[config.mk]
export PLATFORM = sky130hd
export DESIGN_NAME = sorted_priority_queue
export DESIGN_NICKNAME = d
export VERILOG_FILES = /design/src/hw/rtl/spq_pkg.sv /design/src/hw/rtl/spq_front.sv /design/src/hw/rtl/spq_back.sv /design/src/hw/rtl/sorted_priority_queue.sv
export SDC_FILE = /design/constraint.sdc
export NUM_CORES = 2
export LEC_CHECK = 0
export BUFFER_PORTS_ARGS = -buffer_cell sky130_fd_sc_hd__buf_2
export CAP_MARGIN = 20
export CORE_MARGIN = 2
export CORE_UTILIZATION = 48
export CTS_BUF_LIST = sky130_fd_sc_hd__clkbuf_4
export CTS_CLUSTER_DIAMETER = 150
export DETAILED_ROUTE_END_ITERATION = 8
export PLACE_DENSITY_LB_ADDON = 0.2
export SLEW_MARGIN = 30
export SYNTH_ARGS = -nofsm -noshare
export SYNTH_HDL_FRONTEND = slang
export SYNTH_SLANG_ARGS = --single-unit
export TNS_END_PERCENT = 1
[constraint.sdc]
create_clock -name clk_i -period 8.5 [get_ports clk_i]
set_input_delay 0.85 -clock clk_i [delete_from_list [all_inputs] [get_ports clk_i]]
set_output_delay 0.85 -clock clk_i [all_outputs]
set_load 0.005 [all_outputs]
[src/hw/rtl/spq_pkg.sv]
// shared types and codes for the sorted priority queue
package spq_pkg;

  localparam int ID_W   = 16;
  localparam int PRIO_W = 8;
  localparam int OCC_W  = 5;

  typedef enum logic [1:0] {
    OP_INSERT     = 2'd0,
    OP_REMOVE_PRI = 2'd1,
    OP_REMOVE_MAX = 2'd2,
    OP_CLEAR      = 2'd3
  } op_e;

  typedef enum logic [1:0] {
    ST_OK      = 2'd0,
    ST_REMOVED = 2'd1,
    ST_FULL    = 2'd2,
    ST_NONE    = 2'd3
  } status_e;

  typedef struct packed {
    op_e                op;
    logic [ID_W-1:0]    id;
    logic [PRIO_W-1:0]  prio;
  } cmd_t;

endpackage

[src/hw/rtl/spq_front.sv]
// input side: takes items, decodes them into commands, holds them in a two-entry queue
module spq_front (
  input  logic                clk_i,
  input  logic                rst_ni,
  input  logic                s_axis_tvalid,
  output logic                s_axis_tready,
  input  logic [23:0]         s_axis_tdata,
  input  logic [1:0]          s_axis_tuser,
  output logic                cmd_valid_o,
  input  logic                cmd_ready_i,
  output spq_pkg::cmd_t       cmd_o
);

  spq_pkg::cmd_t buf_q [2];
  logic          wr_q, wr_d;
  logic          rd_q, rd_d;
  logic [1:0]    cnt_q, cnt_d;
  spq_pkg::cmd_t in_cmd;
  logic          push, pop;

  always_comb begin
    in_cmd.op   = spq_pkg::op_e'(s_axis_tuser);
    in_cmd.id   = s_axis_tdata[spq_pkg::ID_W-1:0];
    in_cmd.prio = s_axis_tdata[spq_pkg::ID_W +: spq_pkg::PRIO_W];
  end

  assign s_axis_tready = (cnt_q != 2'd2);
  assign cmd_valid_o   = (cnt_q != 2'd0);
  assign cmd_o         = buf_q[rd_q];
  assign push          = s_axis_tvalid && s_axis_tready;
  assign pop           = cmd_valid_o && cmd_ready_i;

  always_comb begin
    wr_d  = push ? ~wr_q : wr_q;
    rd_d  = pop ? ~rd_q : rd_q;
    cnt_d = cnt_q + {1'b0, push} - {1'b0, pop};
  end

  always_ff @(posedge clk_i or negedge rst_ni) begin
    if (!rst_ni) begin
      wr_q  <= 1'b0;
      rd_q  <= 1'b0;
      cnt_q <= 2'd0;
    end else begin
      wr_q  <= wr_d;
      rd_q  <= rd_d;
      cnt_q <= cnt_d;
    end
  end

  always_ff @(posedge clk_i) begin
    if (push) begin
      buf_q[wr_q] <= in_cmd;
    end
  end

endmodule

[src/hw/rtl/spq_back.sv]
// execution side: sorted row of slots, removal sequencer and output register
module spq_back #(
  parameter int QUEUE_DEPTH = 16
) (
  input  logic                          clk_i,
  input  logic                          rst_ni,
  input  logic                          cmd_valid_i,
  output logic                          cmd_ready_o,
  input  spq_pkg::cmd_t                 cmd_i,
  output logic                          m_axis_tvalid,
  input  logic                          m_axis_tready,
  output logic [31:0]                   m_axis_tdata,
  output logic                          m_axis_tlast,
  output logic [1:0]                    m_axis_tuser
);

  localparam int FW = $clog2(QUEUE_DEPTH + 1);
  localparam int IW = (QUEUE_DEPTH > 1) ? $clog2(QUEUE_DEPTH) : 1;
  localparam int EW = (FW > spq_pkg::OCC_W) ? FW : spq_pkg::OCC_W;
  localparam int PAD_W = 32 - spq_pkg::ID_W - spq_pkg::PRIO_W - spq_pkg::OCC_W;

  localparam logic S_IDLE   = 1'b0;
  localparam logic S_REMOVE = 1'b1;

  logic [spq_pkg::ID_W-1:0]   slot_id_q   [QUEUE_DEPTH];
  logic [spq_pkg::ID_W-1:0]   slot_id_d   [QUEUE_DEPTH];
  logic [spq_pkg::PRIO_W-1:0] slot_prio_q [QUEUE_DEPTH];
  logic [spq_pkg::PRIO_W-1:0] slot_prio_d [QUEUE_DEPTH];
  logic [FW-1:0]              fill_q, fill_d;
  logic [spq_pkg::PRIO_W-1:0] target_q, target_d;
  logic                       state_q, state_d;

  logic                       out_valid_q, out_valid_d;
  logic [spq_pkg::ID_W-1:0]   out_id_q, out_id_d;
  logic [spq_pkg::PRIO_W-1:0] out_prio_q, out_prio_d;
  spq_pkg::status_e           out_status_q, out_status_d;
  logic                       out_last_q, out_last_d;
  logic [FW-1:0]              out_occ_q, out_occ_d;
  logic [EW-1:0]              occ_ext;

  logic [QUEUE_DEPTH-1:0]     valid_vec, match, first, lastm, top, stay;
  logic [IW-1:0]              lo_idx, hi_idx;
  logic [FW-1:0]              run_len, occ_rm;
  logic [spq_pkg::ID_W-1:0]   sel_id;
  logic [spq_pkg::PRIO_W-1:0] sel_prio, top_prio;
  logic                       is_last, can_emit;

  assign can_emit    = !out_valid_q || m_axis_tready;
  assign cmd_ready_o = (state_q == S_IDLE) && can_emit;

  always_comb begin
    valid_vec = '0;
    match     = '0;
    stay      = '0;
    for (int j = 0; j < QUEUE_DEPTH; j++) begin
      valid_vec[j] = FW'(j) < fill_q;
      match[j]     = valid_vec[j] && (slot_prio_q[j] == target_q);
      stay[j]      = valid_vec[j] && (slot_prio_q[j] <= cmd_i.prio);
    end
    first = match & ~(match << 1);
    lastm = match & ~(match >> 1);
    top   = valid_vec & ~(valid_vec >> 1);
  end

  always_comb begin
    lo_idx   = '0;
    hi_idx   = '0;
    sel_id   = '0;
    sel_prio = '0;
    top_prio = '0;
    for (int j = 0; j < QUEUE_DEPTH; j++) begin
      lo_idx   = lo_idx | (first[j] ? IW'(j) : '0);
      hi_idx   = hi_idx | (lastm[j] ? IW'(j) : '0);
      sel_id   = sel_id | (first[j] ? slot_id_q[j] : '0);
      sel_prio = sel_prio | (first[j] ? slot_prio_q[j] : '0);
      top_prio = top_prio | (top[j] ? slot_prio_q[j] : '0);
    end
    run_len = FW'(hi_idx) - FW'(lo_idx) + FW'(1);
    occ_rm  = fill_q - run_len;
    is_last = (first & (match >> 1)) == '0;
  end

  always_comb begin
    slot_id_d    = slot_id_q;
    slot_prio_d  = slot_prio_q;
    fill_d       = fill_q;
    target_d     = target_q;
    state_d      = state_q;
    out_valid_d  = out_valid_q && !m_axis_tready;
    out_id_d     = out_id_q;
    out_prio_d   = out_prio_q;
    out_status_d = out_status_q;
    out_last_d   = out_last_q;
    out_occ_d    = out_occ_q;

    unique case (state_q)
      S_IDLE: begin
        if (cmd_valid_i && can_emit) begin
          unique case (cmd_i.op)
            spq_pkg::OP_INSERT: begin
              out_valid_d = 1'b1;
              out_id_d    = '0;
              out_prio_d  = '0;
              out_last_d  = 1'b1;
              if (fill_q == FW'(QUEUE_DEPTH)) begin
                out_status_d = spq_pkg::ST_FULL;
                out_occ_d    = fill_q;
              end else begin
                if (!stay[0]) begin
                  slot_id_d[0]   = cmd_i.id;
                  slot_prio_d[0] = cmd_i.prio;
                end
                for (int j = 1; j < QUEUE_DEPTH; j++) begin
                  if (!stay[j]) begin
                    slot_id_d[j]   = stay[j-1] ? cmd_i.id : slot_id_q[j-1];
                    slot_prio_d[j] = stay[j-1] ? cmd_i.prio : slot_prio_q[j-1];
                  end
                end
                fill_d       = fill_q + FW'(1);
                out_status_d = spq_pkg::ST_OK;
                out_occ_d    = fill_q + FW'(1);
              end
            end
            spq_pkg::OP_REMOVE_PRI: begin
              target_d = cmd_i.prio;
              state_d  = S_REMOVE;
            end
            spq_pkg::OP_REMOVE_MAX: begin
              target_d = top_prio;
              state_d  = S_REMOVE;
            end
            spq_pkg::OP_CLEAR: begin
              fill_d       = '0;
              out_valid_d  = 1'b1;
              out_id_d     = '0;
              out_prio_d   = '0;
              out_status_d = spq_pkg::ST_OK;
              out_last_d   = 1'b1;
              out_occ_d    = '0;
            end
            default: ;
          endcase
        end
      end
      S_REMOVE: begin
        if (can_emit) begin
          out_valid_d = 1'b1;
          if (match == '0) begin
            out_id_d     = '0;
            out_prio_d   = '0;
            out_status_d = spq_pkg::ST_NONE;
            out_last_d   = 1'b1;
            out_occ_d    = fill_q;
            state_d      = S_IDLE;
          end else begin
            out_id_d     = sel_id;
            out_prio_d   = sel_prio;
            out_status_d = spq_pkg::ST_REMOVED;
            out_last_d   = is_last;
            out_occ_d    = occ_rm;
            for (int j = 0; j < QUEUE_DEPTH - 1; j++) begin
              if (IW'(j) >= lo_idx) begin
                slot_id_d[j]   = slot_id_q[j+1];
                slot_prio_d[j] = slot_prio_q[j+1];
              end
            end
            fill_d = fill_q - FW'(1);
            if (is_last) begin
              state_d = S_IDLE;
            end
          end
        end
      end
      default: state_d = S_IDLE;
    endcase
  end

  always_ff @(posedge clk_i or negedge rst_ni) begin
    if (!rst_ni) begin
      state_q     <= S_IDLE;
      fill_q      <= '0;
      out_valid_q <= 1'b0;
    end else begin
      state_q     <= state_d;
      fill_q      <= fill_d;
      out_valid_q <= out_valid_d;
    end
  end

  always_ff @(posedge clk_i) begin
    slot_id_q    <= slot_id_d;
    slot_prio_q  <= slot_prio_d;
    target_q     <= target_d;
    out_id_q     <= out_id_d;
    out_prio_q   <= out_prio_d;
    out_status_q <= out_status_d;
    out_last_q   <= out_last_d;
    out_occ_q    <= out_occ_d;
  end

  assign occ_ext       = EW'(out_occ_q);
  assign m_axis_tvalid = out_valid_q;
  assign m_axis_tdata  = {{PAD_W{1'b0}}, occ_ext[spq_pkg::OCC_W-1:0], out_prio_q, out_id_q};
  assign m_axis_tlast  = out_last_q;
  assign m_axis_tuser  = out_status_q;

endmodule

[src/hw/rtl/sorted_priority_queue.sv]
// sorted priority queue top level: decode queue in front of the slot row
//
//   channel   dir   tdata (low bit up)                         tuser      tlast
//   s_axis    in    item_id[15:0] priority_req[23:16]           operation  -
//   m_axis    out   out_id[15:0] out_priority[23:16] occ[28:24] status     last
//
// insert and clear pass through the decode queue, then are handled in the slot row
// a removal latches its target, then removes one matching entry per cycle while
// the output can take it (a miss gives one none reply); the slot row shift sets this pace
// reset empties the queue; slot contents are not cleared
// the decode queue keeps accepting, until both its entries are full, while the slot row waits on a stalled output
module sorted_priority_queue #(
  parameter int QUEUE_DEPTH = 16
) (
  input  logic        clk_i,
  input  logic        rst_ni,
  input  logic        s_axis_tvalid,
  output logic        s_axis_tready,
  input  logic [23:0] s_axis_tdata,   // item_id, priority_req
  input  logic [1:0]  s_axis_tuser,   // operation
  output logic        m_axis_tvalid,
  input  logic        m_axis_tready,
  output logic [31:0] m_axis_tdata,   // out_id, out_priority, occupancy
  output logic        m_axis_tlast,
  output logic [1:0]  m_axis_tuser    // status
);

  logic          cmd_valid;
  logic          cmd_ready;
  spq_pkg::cmd_t cmd;

  spq_front u_front (
    .clk_i         (clk_i),
    .rst_ni        (rst_ni),
    .s_axis_tvalid (s_axis_tvalid),
    .s_axis_tready (s_axis_tready),
    .s_axis_tdata  (s_axis_tdata),
    .s_axis_tuser  (s_axis_tuser),
    .cmd_valid_o   (cmd_valid),
    .cmd_ready_i   (cmd_ready),
    .cmd_o         (cmd)
  );

  spq_back #(
    .QUEUE_DEPTH (QUEUE_DEPTH)
  ) u_back (
    .clk_i         (clk_i),
    .rst_ni        (rst_ni),
    .cmd_valid_i   (cmd_valid),
    .cmd_ready_o   (cmd_ready),
    .cmd_i         (cmd),
    .m_axis_tvalid (m_axis_tvalid),
    .m_axis_tready (m_axis_tready),
    .m_axis_tdata  (m_axis_tdata),
    .m_axis_tlast  (m_axis_tlast),
    .m_axis_tuser  (m_axis_tuser)
  );

endmodule
# Word level (Yosys, flattened, before mapping)
# Memories as Yosys holds them, arrays and structs flattened.
# Index checks and enable logic that the tools add are counted.
[word_totals] register_bits=435 latchBits=0 ram_bits=52 romBits=0 inputBits=30 out_inout_bits=37 n_memories=1
[mem_list] name="u_front.buf_q" words=2 width=26 read_ports=1 rd_ports_with_merged_regs=0 write_ports=1 line="spq_front.sv:14" text="spq_pkg::cmd_t buf_q [2];"
[op_classes] add_sub_neg=7 multipliers=0 div=0 n_lt_le_gt_ge=47 n_eq_ne=58 n_shift=0 n_mux=225 bitwise_logic=85 reduce_logical=67
[ops] cell="$mux W16" count=66
[ops] cell="$mux W256" count=3
[ops] cell="$mux W8" count=82
[ops] cell="$mux W240" count=2
[ops] cell="$pmux W240 S2" count=1
[ops] cell="$mux W128" count=3
[ops] cell="$mux W120" count=2
[ops] cell="$or A16 B16 Y16" count=15
[ops] cell="$or A8 B8 Y8" count=30
[ops] cell="$pmux W120 S2" count=1
[ops] cell="$eq A8 B8 Y1" count=16
[ops] cell="$le A8 B8 Y1" count=16
[ops] cell="$or A4 B4 Y4" count=28
[ops] cell="$reduce_and A7 Y1" count=15
[ops] cell="$ne A2 B2 Y1 const B" count=37
[ops] cell="$mux W4" count=16
[ops] cell="$and A16 B16 Y16" count=3
[ops] cell="$lt A4 B5 Y1 const A" count=8
[ops] cell="$logic_and A1 B1 Y1" count=37
[ops] cell="$logic_not A16 Y1" count=2
[ops] cell="$not A15 Y16" count=2
[ops] cell="$pmux W16 S2" count=1
[ops] cell="$pmux W8 S2" count=2
[ops] cell="$mux W5" count=6
[ops] cell="34 further kinds" count=95

# Logic depth before layout (Yosys ltp)
[depth] ltp_word=25 mapped_depth=19 mapped_depth_nobuf=16

# Cells and area by module
# A second synthesis with hierarchy kept.
[hier_totals] cells_unflattened=2948 hier_area_um2=31313.8
[by_module_without_submodules] module="spq_back" n_inst=1 cells_per_inst=2845 area_per_inst_um2=29211.8 seq_area_each_um2=12907.4
[by_module_without_submodules] module="spq_front" n_inst=1 cells_per_inst=103 area_per_inst_um2=2102.0 seq_area_each_um2=1661.6

# Least setup slack after synthesis
# No wires, ideal clock.
[synth_timing] kind="register to register" start="register u_front.rd_q" end="register u_back.slot_id_q[100] (netlist name), enable pin" t_arrival_ns=5.175 t_required_ns=8.055 path_slack_ns=2.879 path_stages_with_launch=15 n_path_buf=4 synth_period_minus_slack_ns=5.621 cell_sequence="dfrtp_1 clkbuf_1 clkbuf_1 mux2_2 buf_1 inv_1 ha_1 nor2b_1 o21a_1 o21a_1 o211ai_1 a31oi_1 nor2_1 clkbuf_1 a221oi_1"
[synth_via] elab_chain_cells=5 word_cells_on_any_way=7 cone_classes="order compare: 1; eq/ne: 2; reduce/logical: 3; memory: 1"
[synth_lines] element="start, declared" line="spq_front.sv:16" text="logic rd_q, rd_d;"
[synth_lines] element="start signal, assigned" line="spq_front.sv:46" text="rd_q <= rd_d;"
[synth_lines] element="$mem_v2 Z2 W26 *"
[synth_lines] element="$le A8 B8 Y1" line="spq_back.sv:58" text="stay[j] = valid_vec[j] && (slot_prio_q[j] <= cmd_i.prio);"
[synth_lines] element="$logic_and A1 B1 Y1" line="spq_back.sv:58"
[synth_lines] element="$ne A2 B2 Y1 (no source line)"
[synth_lines] element="$reduce_and A7 Y1 (no source line) *"
[synth_lines] element="end signal, assigned" line="spq_back.sv:191" text="slot_id_q <= slot_id_d;"
[synth_lines] element="end, declared" line="spq_back.sv:25" text="logic [spq_pkg::ID_W-1:0] slot_id_q [QUEUE_DEPTH];"
# Mark *: on every way between the ends. The rest lies on a longest branch, timed or not.
# A chain may end at the register's enable or synchronous reset.

# Final worst setup path
[layout_timing] start="register u_back.fill_q[2]" end="register u_back.slot_id_q[92] (netlist name), enable pin"
[layout_via] elab_chain_cells=22 word_cells_on_any_way=72 cone_classes="order compare: 17; eq/ne: 5; mux: 15; bitwise: 16; reduce/logical: 19"
[layout_lines] element="start, declared" line="spq_back.sv:29" text="logic [FW-1:0] fill_q, fill_d;"
[layout_lines] element="start signal, assigned" line="spq_back.sv:185" text="fill_q <= fill_d;"
[layout_lines] element="$lt A1 B5 Y1" line="spq_back.sv:56" text="valid_vec[j] = FW'(j) < fill_q;"
[layout_lines] element="$logic_and A1 B1 Y1" line="spq_back.sv:57" text="match[j] = valid_vec[j] && (slot_prio_q[j] == target_q);"
[layout_lines] element="$not A16 Y16" line="spq_back.sv:60" text="first = match & ~(match << 1);"
[layout_lines] element="$and A16 B16 Y16" line="spq_back.sv:60"
[layout_lines] element="$mux W1 / $mux W2 (equally long branches)" line="spq_back.sv:72" text="lo_idx = lo_idx | (first[j] ? IW'(j) : '0);"
[layout_lines] element="$or A4 B4 Y4 (14 in series)" line="spq_back.sv:72"
[layout_lines] element="$ge A4 B4 Y1" line="spq_back.sv:162" text="if (IW'(j) >= lo_idx) begin"
[layout_lines] element="$ne A2 B2 Y1 (no source line)"
[layout_lines] element="$reduce_and A7 Y1 (no source line) *"
# Marked as above.

==> impl_results.md <==
* First-pass GRT wire length at 195000 um
* Fin Setup TNS at 0 ns
* Min Clock Period, post-route at 5.76 ns
* RSZ-0062 raised after global routing: false
* Final Power at 12.5 mW
* Antenna-violating nets left at 0
* CP delay by family, top: simple AND/OR/NAND/NOR gates
* CTS Buf Count at 137
* Met3 GRT Util at 12.9%
* Achievable clock frequency at 0.174 GHz
* CTS tree: yes
* FF-to-FF path depth at 9
* Gr busiest metal: met2
* Placed Cells at 3703
* Max clock buf depth at 3
* Seq cells post-synth at 487
* Cell area power density at 359 mW/mm^2
* Die area at 0.0674 mm^2
* Reg power frac at 31.4%
* Via count at 28300
* CTS Sinks at 487
* Hold Path Depth at 1
* Row count at 93
* Internal at 6.65 mW
* Reg2Reg Capture Point: u_back.slot_id_q[92]
* Final Setup Violations at 0
* GR Util met1 at 50.8%
* Vias in the first global route at 27300
* Synth top area cells: edfxtp_1 (46%), mux2i_1 (11%), o21ai_0 (6.0%)
* DP Wirelength at 85400 um
* CP required at 9.16 ns
* Port bufs at 63
* Hold crit path type: input port to flip-flop
* Initial antenna violation count at 3
* Top cell type's share of synthesized area at 45.6%
* Setup Crit Path Kind: flip-flop to flip-flop
* Ys Warns at 0
* Worst-path fanout max at 22
* Syn_area_per_cell at 10.7 um^2
* Slew Limit Headroom at 26.8%
* MaxCap Viol Count at 0
* Most used cell, CP: o21ai_0
* Placer Congestion at 1.08
* Final Hold Vio Count at 0
* Asr flop ratio synth at 2.26%
* Worst slew pin tran at 1.09 ns
* DR iter-0 viols at 5165
* Leakage at 12.2 nW
* Logic pwr share at 50.3%
* TritonRoute pass-1 iters at 7
* Critical path cell sequence: nor3_4 -> o21ai_0 -> nand3_1 -> nor2_2 -> nor4_1 -> o21ai_0 -> o31a_1 -> a211oi_4 -> buf_4
* Max-slew violation count at 0
* Crit path DAT at 6.42 ns
* Switching part of the total power at 46.8%
* Fraction of layout cells with a size suffix above 1 at 15.6%
* Post-synthesis cell type count at 77
* Largest net degree at the start of global routing at 214
* Sw Pwr at 5.85 mW
* Starting Density at 48.6%
* Clock root buffer: clkbuf_4
* CP startpoint kind: flip-flop
* Post-route clock skew at 0.0575 ns
* R2r setup slk at 2.74 ns
* Hold endpoint: u_front.buf_q[1][2]
* Seq/Total Area, Yosys at 46.5%
* Post-Layout Cell Count at 3974
* Vias per cell at 7.12
* Hold path start: s_axis_tdata[18]
* M2 GR Usage at 60.3%
* Number of synthesized flops with an enable pin at 476
* Reg-to-Reg Start: u_back.fill_q[2]
* GRT overflow at 0
* CP max stage cell: nor4_1
* Buf/Inv on CP at 1
* Synth-to-Final Area Change at 11.2%
* Gr usage total at 40.5%
* # DRC at 0
* H-tree levels at 4
* Clock share of power at 18.3%
* I/O pins at 67
* Yosys top cell by area: edfxtp_1
* Die width at 260 um
* Peak supply drop at 0.231 mV
* CORE AREA at 0.0645 mm^2
* Routed WL per cell at 35.1 um
* Final cycle utilization of the critical path at 67.7%
* Die height at 260 um
* Final nets at 3188
* Dominant synthesized flop cell: edfxtp_1
* Total wire length at 140000 um
* CP Capture Type: flip-flop
* Mapped Cells at 2934
* Worst skew pair latency at 1.06 ns
* Critical Path Max Stage Delay at 0.87 ns
* Cell Area, Synth at 0.0313 mm^2
* Status: complete, no violations
* Clock transition at path regs at 0.07 ns
* Post-CTS sizing at 0
per-stage QoR:
step / hold WS, ns / area (um^2) / utilization, % / worst slack [ns]
floorplan: 0.423 / 31400 / - / 2.88
global placement: 0.492 / 32800 / 50.8 / 2.85
detailed placement: 0.527 / 32800 / 50.9 / 3.03
CTS: 0.00120 / 34700 / 53.9 / 2.96
global route: 0.0211 / 34900 / 54.1 / 2.74
finish: 0.0137 / 34900 / 54.1 / 2.74
worst register-to-register path, delay by kind of cell (launching register included):
kind / cells / cell delay, ns
flops: 1 / 0.68
buf+inv: 1 / 0.66
compound gates: 4 / 1.74
simple gates: 4 / 2.31
worst max-delay path by stage:
stage | from | endpoint | slack [ns] | depth (start not counted)
final | u_back.fill_q[2] | u_back.slot_id_q[92] | 2.74 | 9
after global routing | u_back.fill_q[2] | u_back.slot_id_q[81] | 2.74 | 9
after CTS | u_back.fill_q[2] | u_back.slot_id_q[92] | 2.96 | 9
after detailed placement | u_back.fill_q[2] | u_back.slot_prio_q[46] | 3.03 | 9
after global placement | u_back.fill_q[2] | u_back.slot_prio_q[44] | 2.85 | 9
after floorplan | u_front.rd_q | u_back.slot_id_q[100] | 2.88 | 14
cell usage after synthesis, types with 16 or more instances:
master	n
and3_1	29
a21o_1	31
xnor2_1	114
nand3_1	21
ha_1	140
o21ai_0	373
edfxtp_1	476
or2_2	16
nor2_1	45
inv_1	43
o22ai_1	17
mux2i_1	342
xor2_1	22
clkbuf_1	174
a31oi_1	30
nand2b_1	20
a21oi_1	57
mux2_2	49
buf_1	21
a22o_1	85
nor2b_1	23
a221oi_1	86
nand4_1	70
nand2_1	392
a22oi_1	83
kinds of logic after synthesis:
kind of cell	synth area share (%)
adders and majority gates	5.91
xor gates and xnor gates	3.94
and+or+nand+nor	10.4
other	0.0120
buffers and inverters	3.64
DFF	46.5
muxes	12.7
AOI/OAI and AO/OA	16.9
cell type report:
class | count | area [um^2]
clock buffer | 193 | 1450
antenna | 5 | 12.5
multi-input combinational | 2183 | 16100
timing repair buffer | 161 | 1170
tap | 855 | 1070
clock inverter | 47 | 310
fill | 5721 | 29600
inverter | 43 | 161
sequential | 487 | 14600
power groups by stage:
stage	Clock, mW	Sequential, mW	Combinational [mW]
after detailed placement	0	4.00	5.93
after CTS	2.31	3.96	5.95
after global routing	2.42	3.94	6.54
after floorplan	0	3.59	4.04
after global placement	0	3.99	5.78
final	2.29	3.93	6.29
registers in the layout, indices dropped and copies added (netlist names), 2 cells and up:
| register | flops |
|---|---|
| u_back.m_axis_tuser | 2 |
| u_back.fill_q | 5 |
| u_back.occ_ext | 5 |
| u_back.out_prio_q | 8 |
| u_back.out_id_q | 16 |
| u_back.slot_prio_q | 128 |
| u_front.cnt_q | 2 |
| u_back.slot_id_q | 256 |
| u_back.target_q | 8 |
| u_front.buf_q | 52 |
layout by cell type, fill, tap and decap left out, drive strengths merged, types with 49 or more instances in the layout:
cell    count
edfxtp    476
xnor2     116
a221oi     87
clkbuf    193
mux2i     342
nand4      71
mux2       49
a22oi      83
buf       142
o21ai     375
a21oi      57
nand2     392
ha        140
a22o       85
inv        51
routing by layer:
layer | up-vias | wire length (um)
li1 | 11400 | -
met1 | 13700 | 51200
met2 | 2489 | 60100
met3 | 644 | 17900
met4 | 6 | 10200
met5 | - | 136
timing repair:
action / in CTS / in global routing
hold buffers: 19 / 0
buffers inserted: 0 / 0
endpoints found under the hold margin: 46 / 0
Power figures use the tool's default switching activity.
